### src/hw/rtl/twis_pkg.sv
// shared types, codes and constants of the touch wake i2c sequencer
package twis_pkg;

    // transfer slot pool
    localparam int SLOT_COUNT = 4;
    localparam int SLOT_IDX_W = (SLOT_COUNT > 1) ? $clog2(SLOT_COUNT) : 1;
    localparam int SLOT_EXT_W = SLOT_IDX_W + 3;

    // result buffer holds every result of one event
    localparam int RES_DEPTH = 3;

    // sequence step of a slot
    typedef enum logic [2:0] {
        STEP_EN0    = 3'd0,
        STEP_EN1    = 3'd1,
        STEP_EN2    = 3'd2,
        STEP_DIS0   = 3'd3,
        STEP_INT0   = 3'd4,
        STEP_INT1   = 3'd5,
        STEP_IDLE   = 3'd6,
        STEP_CANCEL = 3'd7
    } step_t;

    // result kinds
    typedef enum logic [3:0] {
        KIND_WRITE   = 4'd0,
        KIND_WRRD    = 4'd1,
        KIND_TIMER   = 4'd2,
        KIND_TAP     = 4'd3,
        KIND_ON      = 4'd4,
        KIND_OFF     = 4'd5,
        KIND_REFUSED = 4'd6,
        KIND_GAVEUP  = 4'd7,
        KIND_CANCEL  = 4'd8
    } kind_t;

    // event codes
    typedef enum logic [2:0] {
        FUNC_POWER_ON  = 3'd0,
        FUNC_POWER_OFF = 3'd1,
        FUNC_TOUCH     = 3'd2,
        FUNC_DONE      = 3'd3,
        FUNC_TIMER     = 3'd4
    } func_t;

    // configuration register indexes
    localparam logic [1:0] CFG_CHIP_ID = 2'd0;
    localparam logic [1:0] CFG_RETRY   = 2'd1;
    localparam logic [1:0] CFG_SKIP    = 2'd2;

    // configuration reset values
    localparam logic [7:0] RST_CHIP_ID = 8'h34;
    localparam logic [7:0] RST_RETRY   = 8'd60;
    localparam logic [3:0] RST_SKIP    = 4'd1;

    // device register addresses and values
    localparam logic [7:0] DEV_PAGE      = 8'hFF;
    localparam logic [7:0] DEV_POWER     = 8'h14;
    localparam logic [7:0] DEV_CHIP_ID   = 8'hEE;
    localparam logic [7:0] DEV_MODE      = 8'h1B + 8'h07;
    localparam logic [7:0] DEV_INT_STAT  = 8'h06;
    localparam logic [7:0] DEV_GESTURE   = 8'h08 + 8'h02;
    localparam logic [7:0] VAL_ZERO      = 8'h00;
    localparam logic [7:0] VAL_SLEEP     = 8'h01;
    localparam logic [7:0] MODE_CONT     = 8'h00;
    localparam logic [7:0] MODE_WAKE     = 8'h02;
    localparam logic [7:0] INT_GEST_MASK = 8'h04;
    localparam logic [7:0] TAP_MASK      = 8'h03;
    localparam logic [7:0] ATTEMPT_MAX   = 8'hFF;

    // one result item
    typedef struct packed {
        kind_t       kind;
        logic [1:0]  slot;
        logic [7:0]  reg_addr;
        logic [2:0]  wlen;
        logic [7:0]  wval;
        logic [2:0]  rlen;
    } res_t;

    // controller to datapath
    typedef struct packed {
        logic       latch;
        logic       eval;
        logic [1:0] emit_idx;
    } cmd_t;

    // datapath to controller
    typedef struct packed {
        logic [1:0] eval_cnt;
        logic [1:0] res_cnt;
    } sts_t;

    function automatic res_t make_res(kind_t k, logic [1:0] s, logic [7:0] ra,
                                      logic [2:0] wl, logic [7:0] wv, logic [2:0] rl);
        res_t r;
        r.kind     = k;
        r.slot     = s;
        r.reg_addr = ra;
        r.wlen     = wl;
        r.wval     = wv;
        r.rlen     = rl;
        return r;
    endfunction

    // slot index as it appears in the two-bit result field
    function automatic logic [1:0] slot_field(logic [SLOT_IDX_W-1:0] s);
        logic [SLOT_IDX_W+1:0] w;
        w = {2'b00, s};
        return w[1:0];
    endfunction

endpackage

### src/hw/rtl/twis_datapath.sv
// slot pool, sequencer state, configuration and result buffer
module twis_datapath
    import twis_pkg::*;
(
    input  logic        aclk,
    input  logic        aresetn,
    input  cmd_t        cmd,
    output sts_t        sts,
    input  logic        cfg_wr_en,
    input  logic [1:0]  cfg_index,
    input  logic [7:0]  cfg_wdata,
    input  logic [23:0] s_tdata,
    input  logic [2:0]  s_tuser,
    output logic [23:0] m_tdata,
    output logic [3:0]  m_tuser,
    output logic        m_tlast
);

    // configuration
    logic [7:0] chip_id_reg;
    logic [7:0] retry_reg;
    logic [3:0] skip_reg;

    // sequencer state
    logic [SLOT_COUNT-1:0] busy_reg, busy_next;
    step_t                 step_reg [SLOT_COUNT];
    step_t                 step_next [SLOT_COUNT];
    logic                  powered_reg, powered_next;
    logic [7:0]            attempt_reg, attempt_next;
    logic                  armed_reg, armed_next;

    // latched event
    logic [2:0] func_reg;
    logic [1:0] dslot_reg;
    logic [7:0] b0_reg;
    logic [7:0] b1_reg;

    // result buffer
    res_t       res_reg [RES_DEPTH];
    res_t       res_next [RES_DEPTH];
    logic [1:0] res_cnt_reg;
    logic [1:0] n;

    logic                  free_found;
    logic [SLOT_IDX_W-1:0] free_idx;
    logic [SLOT_EXT_W-1:0] dslot_ext;
    logic [SLOT_IDX_W-1:0] done_idx;
    logic                  done_ok;
    logic [7:0]            att_inc;
    res_t                  cur;

    // lowest free slot
    always_comb begin
        free_found = 1'b0;
        free_idx   = '0;
        for (int i = SLOT_COUNT - 1; i >= 0; i--) begin
            if (!busy_reg[i]) begin
                free_found = 1'b1;
                free_idx   = SLOT_IDX_W'(i);
            end
        end
    end

    // completed slot lookup
    assign dslot_ext = {{(SLOT_EXT_W-2){1'b0}}, dslot_reg};
    assign done_idx  = dslot_ext[SLOT_IDX_W-1:0];
    assign done_ok   = (dslot_ext < SLOT_EXT_W'(SLOT_COUNT)) && busy_reg[done_idx];
    assign att_inc   = (attempt_reg == ATTEMPT_MAX) ? attempt_reg : attempt_reg + 8'd1;

    // event evaluation
    always_comb begin
        busy_next    = busy_reg;
        step_next    = step_reg;
        powered_next = powered_reg;
        attempt_next = attempt_reg;
        armed_next   = armed_reg;
        for (int i = 0; i < RES_DEPTH; i++) begin
            res_next[i] = '0;
        end
        n = 2'd0;
        unique case (func_t'(func_reg))
            FUNC_POWER_ON: begin
                for (int i = 0; i < SLOT_COUNT; i++) begin
                    if (busy_reg[i]) step_next[i] = STEP_CANCEL;
                end
                attempt_next = 8'd0;
                if (free_found) begin
                    busy_next[free_idx] = 1'b1;
                    step_next[free_idx] = STEP_EN0;
                    res_next[n] = make_res(KIND_WRITE, slot_field(free_idx), DEV_PAGE,
                                           3'd2, VAL_ZERO, 3'd0);
                    n = n + 2'd1;
                    powered_next = 1'b1;
                    res_next[n] = make_res(KIND_ON, 2'd0, 8'd0, 3'd0, 8'd0, 3'd0);
                    n = n + 2'd1;
                end else begin
                    res_next[n] = make_res(KIND_REFUSED, 2'd0, 8'd0, 3'd0, 8'd0, 3'd0);
                    n = n + 2'd1;
                end
            end
            FUNC_POWER_OFF: begin
                for (int i = 0; i < SLOT_COUNT; i++) begin
                    if (busy_reg[i]) step_next[i] = STEP_CANCEL;
                end
                if (armed_reg) begin
                    res_next[n] = make_res(KIND_CANCEL, 2'd0, 8'd0, 3'd0, 8'd0, 3'd0);
                    n = n + 2'd1;
                    armed_next = 1'b0;
                end
                if (free_found) begin
                    busy_next[free_idx] = 1'b1;
                    step_next[free_idx] = STEP_DIS0;
                    res_next[n] = make_res(KIND_WRITE, slot_field(free_idx), DEV_MODE,
                                           3'd4, MODE_CONT, 3'd0);
                    n = n + 2'd1;
                    powered_next = 1'b0;
                    res_next[n] = make_res(KIND_OFF, 2'd0, 8'd0, 3'd0, 8'd0, 3'd0);
                    n = n + 2'd1;
                end else begin
                    res_next[n] = make_res(KIND_REFUSED, 2'd0, 8'd0, 3'd0, 8'd0, 3'd0);
                    n = n + 2'd1;
                end
            end
            FUNC_TOUCH: begin
                if (powered_reg && free_found) begin
                    busy_next[free_idx] = 1'b1;
                    step_next[free_idx] = STEP_INT0;
                    res_next[n] = make_res(KIND_WRRD, slot_field(free_idx), DEV_INT_STAT,
                                           3'd1, 8'd0, 3'd2);
                    n = n + 2'd1;
                end
            end
            FUNC_DONE: begin
                if (done_ok) begin
                    unique case (step_reg[done_idx])
                        STEP_EN0: begin
                            if (free_found) begin
                                busy_next[free_idx] = 1'b1;
                                step_next[free_idx] = STEP_EN1;
                                res_next[n] = make_res(KIND_WRITE, slot_field(free_idx),
                                                       DEV_POWER, 3'd2, VAL_ZERO, 3'd0);
                                n = n + 2'd1;
                            end
                        end
                        STEP_EN1: begin
                            if (free_found) begin
                                busy_next[free_idx] = 1'b1;
                                step_next[free_idx] = STEP_EN2;
                                res_next[n] = make_res(KIND_WRRD, slot_field(free_idx),
                                                       DEV_CHIP_ID, 3'd1, 8'd0, 3'd1);
                                n = n + 2'd1;
                            end
                        end
                        STEP_EN2: begin
                            // identity check, with the first reads skipped
                            if ((attempt_reg < {4'b0000, skip_reg}) ||
                                (b0_reg != chip_id_reg)) begin
                                attempt_next = att_inc;
                                if (att_inc < retry_reg) begin
                                    armed_next  = 1'b1;
                                    res_next[n] = make_res(KIND_TIMER, 2'd0, 8'd0, 3'd0,
                                                           8'd0, 3'd0);
                                end else begin
                                    res_next[n] = make_res(KIND_GAVEUP, 2'd0, 8'd0, 3'd0,
                                                           8'd0, 3'd0);
                                end
                                n = n + 2'd1;
                            end else if (free_found) begin
                                busy_next[free_idx] = 1'b1;
                                step_next[free_idx] = STEP_IDLE;
                                res_next[n] = make_res(KIND_WRITE, slot_field(free_idx),
                                                       DEV_MODE, 3'd4, MODE_WAKE, 3'd0);
                                n = n + 2'd1;
                            end
                        end
                        STEP_DIS0: begin
                            if (free_found) begin
                                busy_next[free_idx] = 1'b1;
                                step_next[free_idx] = STEP_IDLE;
                                res_next[n] = make_res(KIND_WRITE, slot_field(free_idx),
                                                       DEV_POWER, 3'd2, VAL_SLEEP, 3'd0);
                                n = n + 2'd1;
                            end
                        end
                        STEP_INT0: begin
                            if (((b1_reg & INT_GEST_MASK) != 8'd0) && free_found) begin
                                busy_next[free_idx] = 1'b1;
                                step_next[free_idx] = STEP_INT1;
                                res_next[n] = make_res(KIND_WRRD, slot_field(free_idx),
                                                       DEV_GESTURE, 3'd1, 8'd0, 3'd5);
                                n = n + 2'd1;
                            end
                        end
                        STEP_INT1: begin
                            if ((b0_reg & TAP_MASK) != 8'd0) begin
                                res_next[n] = make_res(KIND_TAP, 2'd0, 8'd0, 3'd0,
                                                       8'd0, 3'd0);
                                n = n + 2'd1;
                            end
                        end
                        default: begin
                            // idle or cancelled slot: only freed
                        end
                    endcase
                    busy_next[done_idx] = 1'b0;
                end
            end
            FUNC_TIMER: begin
                armed_next = 1'b0;
                if (powered_reg && free_found) begin
                    busy_next[free_idx] = 1'b1;
                    step_next[free_idx] = STEP_EN0;
                    res_next[n] = make_res(KIND_WRITE, slot_field(free_idx), DEV_PAGE,
                                           3'd2, VAL_ZERO, 3'd0);
                    n = n + 2'd1;
                end
            end
            default: begin
                // unknown event code: no effect
            end
        endcase
    end

    // control state and configuration
    always_ff @(posedge aclk) begin
        if (!aresetn) begin
            chip_id_reg <= RST_CHIP_ID;
            retry_reg   <= RST_RETRY;
            skip_reg    <= RST_SKIP;
            busy_reg    <= '0;
            powered_reg <= 1'b0;
            attempt_reg <= 8'd0;
            armed_reg   <= 1'b0;
            res_cnt_reg <= 2'd0;
        end else begin
            if (cfg_wr_en) begin
                unique case (cfg_index)
                    CFG_CHIP_ID: chip_id_reg <= cfg_wdata;
                    CFG_RETRY:   retry_reg   <= cfg_wdata;
                    CFG_SKIP:    skip_reg    <= cfg_wdata[3:0];
                    default: begin
                        // index beyond the register list
                    end
                endcase
            end
            if (cmd.eval) begin
                busy_reg    <= busy_next;
                powered_reg <= powered_next;
                attempt_reg <= attempt_next;
                armed_reg   <= armed_next;
                res_cnt_reg <= n;
            end
        end
    end

    // payload: event latch, slot steps, results
    always_ff @(posedge aclk) begin
        if (cmd.latch) begin
            func_reg  <= s_tuser;
            dslot_reg <= s_tdata[1:0];
            b0_reg    <= s_tdata[9:2];
            b1_reg    <= s_tdata[17:10];
        end
        if (cmd.eval) begin
            step_reg <= step_next;
            res_reg  <= res_next;
        end
    end

    // status back to the controller
    assign sts.eval_cnt = n;
    assign sts.res_cnt  = res_cnt_reg;

    // result presented on the output channel
    assign cur     = res_reg[cmd.emit_idx];
    assign m_tdata = {cur.rlen, cur.wval, cur.wlen, cur.reg_addr, cur.slot};
    assign m_tuser = cur.kind;
    assign m_tlast = (cmd.emit_idx == (res_cnt_reg - 2'd1));

endmodule

### src/hw/rtl/twis_controller.sv
// controller state machine: accept, evaluate, deliver results
module twis_controller
    import twis_pkg::*;
(
    input  logic aclk,
    input  logic aresetn,
    input  logic s_tvalid,
    output logic s_tready,
    output logic m_tvalid,
    input  logic m_tready,
    output cmd_t cmd,
    input  sts_t sts
);

    typedef enum logic [1:0] {
        ST_IDLE,
        ST_EVAL,
        ST_EMIT
    } state_t;

    state_t     state_reg;
    logic [1:0] idx_reg;

    // state and result index
    always_ff @(posedge aclk) begin
        if (!aresetn) begin
            state_reg <= ST_IDLE;
            idx_reg   <= 2'd0;
        end else begin
            unique case (state_reg)
                ST_IDLE: begin
                    if (s_tvalid) state_reg <= ST_EVAL;
                end
                ST_EVAL: begin
                    idx_reg   <= 2'd0;
                    state_reg <= (sts.eval_cnt != 2'd0) ? ST_EMIT : ST_IDLE;
                end
                ST_EMIT: begin
                    if (m_tready) begin
                        if (idx_reg == (sts.res_cnt - 2'd1)) begin
                            state_reg <= ST_IDLE;
                        end else begin
                            idx_reg <= idx_reg + 2'd1;
                        end
                    end
                end
                default: state_reg <= ST_IDLE;
            endcase
        end
    end

    // handshake and commands
    assign s_tready     = (state_reg == ST_IDLE);
    assign m_tvalid     = (state_reg == ST_EMIT);
    assign cmd.latch    = (state_reg == ST_IDLE) && s_tvalid;
    assign cmd.eval     = (state_reg == ST_EVAL);
    assign cmd.emit_idx = idx_reg;

endmodule

### src/hw/rtl/touch_wake_i2c_sequencer.sv
// top level of the touch wake i2c sequencer
// order: a request is taken in the idle state, evaluated in the next cycle, and its
// first result is shown in the cycle after that; results follow one per cycle while
// m_tready is high; with n results (0 to 3) per request, a new request is taken only
// after the last one is delivered, set by the evaluate step and the single result port
// reset: synchronous active-low aresetn frees all slots, powers off, clears the
// attempt count and timer flag, and loads the configuration reset values
module touch_wake_i2c_sequencer
    import twis_pkg::*;
(
    input  logic        aclk,
    input  logic        aresetn,
    input  logic        cfg_wr_en,
    input  logic [1:0]  cfg_index,
    input  logic [7:0]  cfg_wdata,
    input  logic        s_tvalid,
    output logic        s_tready,
    input  logic [23:0] s_tdata,   // done_slot[1:0], read_first[9:2], read_second[17:10]
    input  logic [2:0]  s_tuser,   // func[2:0]
    output logic        m_tvalid,
    input  logic        m_tready,
    output logic [23:0] m_tdata,   // slot_used[1:0], reg_addr[9:2], write_len[12:10],
                                   // write_value[20:13], read_len[23:21]
    output logic [3:0]  m_tuser,   // kind[3:0]
    output logic        m_tlast
);

    cmd_t cmd;
    sts_t sts;

    twis_controller u_ctrl (
        .aclk     (aclk),
        .aresetn  (aresetn),
        .s_tvalid (s_tvalid),
        .s_tready (s_tready),
        .m_tvalid (m_tvalid),
        .m_tready (m_tready),
        .cmd      (cmd),
        .sts      (sts)
    );

    twis_datapath u_dp (
        .aclk      (aclk),
        .aresetn   (aresetn),
        .cmd       (cmd),
        .sts       (sts),
        .cfg_wr_en (cfg_wr_en),
        .cfg_index (cfg_index),
        .cfg_wdata (cfg_wdata),
        .s_tdata   (s_tdata),
        .s_tuser   (s_tuser),
        .m_tdata   (m_tdata),
        .m_tuser   (m_tuser),
        .m_tlast   (m_tlast)
    );

endmodule

### config.mk
export PLATFORM = sky130hd
export DESIGN_NAME = touch_wake_i2c_sequencer
export DESIGN_NICKNAME = d
export VERILOG_FILES = /design/src/hw/rtl/twis_pkg.sv /design/src/hw/rtl/twis_datapath.sv /design/src/hw/rtl/twis_controller.sv /design/src/hw/rtl/touch_wake_i2c_sequencer.sv
export SDC_FILE = /design/constraint.sdc
export NUM_CORES = 1
export LEC_CHECK = 0
export ABC_CLOCK_PERIOD_IN_PS = 4000
export BUFFER_PORTS_ARGS = -buffer_cell sky130_fd_sc_hd__buf_2
export CAP_MARGIN = 10
export CELL_PAD_IN_SITES_DETAIL_PLACEMENT = 1
export CELL_PAD_IN_SITES_GLOBAL_PLACEMENT = 1
export CORE_ASPECT_RATIO = 0.8
export CORE_UTILIZATION = 40
export DETAILED_ROUTE_END_ITERATION = 12
export PLACE_DENSITY = 0.7
export SLEW_MARGIN = 20
export SYNTH_ARGS = -nofsm -noshare
export SYNTH_HDL_FRONTEND = slang
export SYNTH_SLANG_ARGS = --single-unit
### constraint.sdc
create_clock -name aclk -period 4 [get_ports aclk]
set_clock_uncertainty 0.05 [all_clocks]
set_input_delay 0.6 -clock aclk [delete_from_list [all_inputs] [get_ports aclk]]
set_output_delay 0.6 -clock aclk [all_outputs]
set_load 0.01 [all_outputs]
# Word level (Yosys, flattened, before mapping)
# Cells that the tools add are included.
[word_totals]
regBits = 152
input_bits = 42
out_inout_bits = 31
word_cells = 273
[classes]
addsub = 5
order_cmp = 15
n_eq_ne = 34
mux = 112
bitwise_logic = 35
reduce_logical = 36
[ops]
columns = ["operator", "count"]
rows = [
  ["28-bit 2-to-1 mux", 8],
  ["28-bit one-hot mux with 6 select lines", 1],
  ["78-bit AND", 2],
  ["78-bit inverter", 2],
  ["28-bit one-hot mux with 5 select lines", 1],
  ["12-bit 2-to-1 mux", 10],
  ["12-bit one-hot mux with 5 select lines", 2],
  ["28-bit demux with 2-bit select", 2],
  ["24-bit 2-to-1 mux", 4],
  ["84-bit bitwise mux", 1],
  ["84-bit 2-to-1 mux", 1],
  ["27-bit 2-to-1 mux", 3],
  ["25-bit 2-to-1 mux", 3],
  ["28-bit binary-select mux with 2-bit select", 1],
  ["28-bit one-hot mux with 2 select lines", 1],
  ["3-bit 2-to-1 mux", 15],
  ["8-bit 2-to-1 mux", 4],
  ["2-bit 2-to-1 mux", 15],
  ["4-bit 2-to-1 mux", 7],
  ["26-bit 2-to-1 mux", 1],
  ["12-bit AND", 2],
  ["8-bit AND", 3],
  ["8-bit inverter", 3],
  ["8-bit bitwise OR", 3],
  ["55 further kinds", 142],
]

# Depth between registers and ports, before layout
[logic_depth]
word_depth = 17
ltp_mapped = 11
ltp_nobuf = 11

# By module
# A second synthesis with hierarchy kept.
[unflattened]
hier_cells = 598
area_unflattened_um2 = 5506.5
[modules_own_cells]
columns = ["module", "n_inst", "cells_per_inst", "area_each_um2", "seq_area_each_um2"]
rows = [
  ["twis_datapath", 1, 571, 5275.1, 2312.2],
  ["twis_controller", 1, 27, 231.5, 80.1],
]

# Least setup slack after synthesis
# OpenSTA, ideal clock, no wires.
[synth_path]
path_type = "register to register"
from = "reg u_ctrl.state_reg[0]"
to = "reg u_dp.step_reg[0] (netlist bit), enable pin"
setup_ns = 0.385
arrival_ns = 2.474
slack_ns = 1.092
path_stages_with_launch = 6
synth_period_minus_slack_ns = 2.908
cell_sequence = "dfxtp_1 > nand2b_1 > inv_1 > clkbuf_1 > o21ai_0 > a21oi_1"
[synth_between]
elab_chain_cells = 2
[synth_lines]
columns = ["item", "line", "text"]
rows = [
  ["start: declaration", "twis_controller.sv:21", "state_t state_reg;"],
  ["start signal: assignment", "twis_controller.sv:36", "state_reg <= (sts.eval_cnt != 2'd0) ? ST_EMIT : ST_IDLE;"],
  ["2-bit by 1-bit equality test with 1-bit output", "twis_controller.sv:56", "assign cmd.eval = (state_reg == ST_EVAL);"],
  ["10-bit AND reduction (no source line)", "-", ""],
  ["end signal: assignment", "twis_datapath.sv:265", "step_reg <= step_next;"],
  ["end: declaration", "twis_datapath.sv:26", "step_t step_reg [SLOT_COUNT];"],
]
# No other way between the ends.
# A chain may end at the register's enable or synchronous reset.

# Worst setup path after layout
[layout_path]
from = "reg u_dp.attempt_reg[0]"
to = "reg u_dp.res_reg[80] (netlist bit), data pin"
[layout_between]
elab_chain_cells = 8
elab_cells_between_ends = 11
[layout_lines]
columns = ["item", "line", "text"]
rows = [
  ["start: declaration", "twis_datapath.sv:29", "logic [7:0] attempt_reg, attempt_next;"],
  ["start signal: assignment", "twis_datapath.sv:249", "attempt_reg <= attempt_next;"],
  ["8-bit by 1-bit adder with 8-bit output or 8-bit equality test (tied branches)", "twis_datapath.sv:68", "assign att_inc = (attempt_reg == ATTEMPT_MAX) ? attempt_reg : attempt_reg + 8'd1;"],
  ["8-bit 2-to-1 mux", "twis_datapath.sv:68", ""],
  ["8-bit < comparator", "twis_datapath.sv:159", "if (att_inc < retry_reg) begin"],
  ["27-bit 2-to-1 mux", "twis_datapath.sv:159", ""],
  ["28-bit 2-to-1 mux *", "twis_datapath.sv:156", "if ((attempt_reg < {4'b0000, skip_reg}) ||"],
  ["28-bit one-hot mux with 6 select lines *", "twis_datapath.sv:135", "unique case (step_reg[done_idx])"],
  ["28-bit 2-to-1 mux *", "twis_datapath.sv:134", "if (done_ok) begin"],
  ["28-bit one-hot mux with 5 select lines *", "twis_datapath.sv:81", "unique case (func_t'(func_reg))"],
  ["end signal: assignment", "twis_datapath.sv:266", "res_reg <= res_next;"],
  ["end: declaration", "twis_datapath.sv:39", "res_t res_reg [RES_DEPTH];"],
]
# Mark *: on every way between the ends. The rest lies on a longest branch, timed or not.

==> run summary <==
Fillers: 1518
share of cells above drive strength 1: 16.85%
register area share after synthesis: 44.21%
largest net degree at the start of global routing: 37
Unique masters post-synth: 75
met2 WL post-DR: 6455 µm
clock-pin slew on the worst setup and hold paths: 70 ps
post-route clock period utilization: 85.83%
FF+latch count, synth: 93
Worst slew margin: 47.82%
DR pass1 iterations: 5
worst-margin pin slew: 782.7 ps
NetSw: 0.0005596 W
# setup viols final: 0
post-layout instance area: 6102 µm²
Setup TNS: 0 ps
GRT Overall Usage: 21.40%
initial antenna violation count: 0
WHS: 370.1 ps
fin nets: 682
die height: 106.0 µm
P per Cell Area: 352.7 nW/µm²
crit start category: flop
worst ir drop on vdd: 0.0002850 V
metal3 WL: 621 µm
clk_lat worst skew: 350 ps
max-cap viol count: 0
DR vias/cell: 5.451
Tmin final: 3433 ps
Max Slew Vio Count: 0
# IOs: 73
TritonCTS Sinks: 93
RSZ-0062 raised after global routing: no
Post-CTS Resized: 0
CP Class: flop to flop
sw frac: 26.00%
cell count after synthesis: 579
max reg flops: 27
Critical Path RT: 4050 ps
first-pass GRT wire length: 23400 µm
root buffer cell: clkbuf_16
worst hold path type: primary input to flop
Comb pwr share: 10.7%
drt total wl: 14450 µm
DIE AREA: 14000 µm²
CTS tree: built
Initial Utilization: 41.60%
vias in the first global route: 4528
Clk network pwr share: 39.7%
FFs w/ async S/R, synth: 0%
sequential share of power: 49.6%
synthesized area per cell: 9.346 µm²
Detail Route Antenna Nets: 0
CTS Buffer Depth: 2
Yosys Warn Count: 0
total CTS buffers: 9
First DRT Iteration DRCs: 286
Pint: 0.001593 W
Arr. time, crit path: 3490 ps
gpl congestion: 0.8516
FMAX: 0.2913 GHz
Placed Area: 5811 µm²
area delta synth->final: 12.76%
post-CTS setup buffers: 0
total number of vias: 4383
row count: 37
DRT met1 WL: 7209 µm
Syn Std Cell Area: 5411 µm²
number of synthesized flops with an enable pin: 53
post-layout util: 46.91%
CP Max Fanout: 6
status: finished clean
chip width: 132.0 µm
Detailed Place HPWL: 10790 µm
# DRC: 0
# port buffers: 53
Antenna diodes: 0
Synth Flop Type: edfxtp_1
total grt overflow: 0
H-Tree Depth: 3
Pleak: 2.402 nW
Worst setup EP type: flop
routed len/inst: 17.98 µm
core area: 13010 µm²
final hold violations: 0
cts hold-fix bufs: 0
DR top layer: met4
-- power by group through the flow --
stage	clock [W]	sequential [W]	combinational (W)
finish	0.000854	0.00107	0.000230
global placement	0	0.00109	0.000223
detailed placement	0	0.00109	0.000230
floorplan	0	0.00108	0.000162
global route	0.000910	0.00107	0.000252
CTS	0.000875	0.00107	0.000231
-- critical path: stages (launching register included) --
cell and delay, ps:
dfxtp_1 360, ha_1 290, a31oi_1 420, and3_1 280
xnor2_1 190, ha_1 310, a21o_1 170, a21oi_1 150
nor2b_1 60, nor4_1 480, nor3b_1 140, a211o_1 290
-- cell usage after synthesis, types with 4 or more instances --
master,number,area [µm²]
and2_1,16,100.1
a211oi_1,5,37.54
inv_1,27,101.4
clkbuf_1,18,67.56
edfxtp_1,53,1592
mux2i_1,30,300.3
a21oi_1,43,215.2
mux4_2,4,90.09
mux2_2,5,56.30
and3_1,8,50.05
nand2b_1,13,81.33
nor3_1,9,45.04
or3_1,5,31.28
dfxtp_1,40,800.8
nand2_1,61,229.0
nor4_1,4,25.02
nor2b_1,7,43.79
nand4_1,6,37.54
xnor2_1,12,105.1
ha_1,16,200.2
nor2_1,61,229.0
a221oi_1,6,52.55
buf_4,9,67.56
a21o_1,4,30.03
o21ai_0,23,115.1
o21ai_1,5,25.02
nand3_1,14,70.07
a31oi_1,6,37.54
-- layout make-up --
class                           count  area [µm²]  share of cell area (%)
Clock buffer                       10       250.2                   4.101
Clock inverter                      6       41.29                  0.6766
Inverter                           31       117.6                   1.927
Multi-Input combinational cell    425        2734                   44.80
Sequential cell                    93        2392                   39.20
Tap cell                          175       219.0                   3.588
Timing Repair Buffer               64       347.8                   5.700
-- layer usage --
metal | global-route usage, % | vias to the layer above
met4 | 7.143 | 0
met2 | 34.05 | 102
met5 | 0 | -
li1 | - | 2161
met1 | 29.30 | 2108
met3 | 3.910 | 12
-- cells in the final DEF, fill, tap and decap left out, types with 5 or more instances in the layout --
master and count:
a211oi_1 5, conb_1 6, inv_1 27, buf_4 11, mux2i_1 30, clkbuf_16 10
a221oi_1 6, mux2_2 5, nand2_1 61, a21oi_1 42, buf_2 53, nand3_1 14
ha_1 16, xnor2_1 12, nor2_1 61, nand2b_1 13, o21ai_0 23, dfxtp_1 40
and2_1 16, nor2b_1 7, nor3_1 9, and3_1 8, or3_1 5, edfxtp_1 53
o21ai_1 5, a31oi_1 6, nand4_1 6
-- through the flow --
stage                     std cells  worst slack, ps  total power, W
after global routing            804            378.7        0.002233
after floorplan                 584             1092        0.001242
after CTS                       804            553.9        0.002174
after global placement          788            686.8        0.001311
final                           804            566.6        0.002152
after detailed placement        788            578.9        0.001319
-- final timing paths --
check	to	slack [ps]	from	cells after the start
setup / recovery	u_dp.res_reg[80]$_SDFFCE_PN0P_	570	u_dp.attempt_reg[0]$_SDFFE_PN0P_	11
hold / removal	u_dp.b0_reg[2]$_DFFE_PP_	370	s_tdata[4]	1
setup reg to reg	u_dp.res_reg[80]$_SDFFCE_PN0P_	570	u_dp.attempt_reg[0]$_SDFFE_PN0P_	11
hold reg to reg	u_dp.res_cnt_reg[1]$_SDFFE_PN0P_	420	u_dp.res_cnt_reg[1]$_SDFFE_PN0P_	2
-- cells by family (layout without fill, tap and decap cells) --
family,Yosys count,after routing,share of synthesized area (%)
compound gates,127,127,15.26
xor+xnor,12,12,1.942
fa+ha+maj,17,17,3.884
buf+inv,66,111,5.688
flops,93,93,44.21
mux,39,39,8.254
other cells,1,6,0.06930
simple gates,224,224,20.69
No activity file was read; power rests on OpenSTA's default activity.
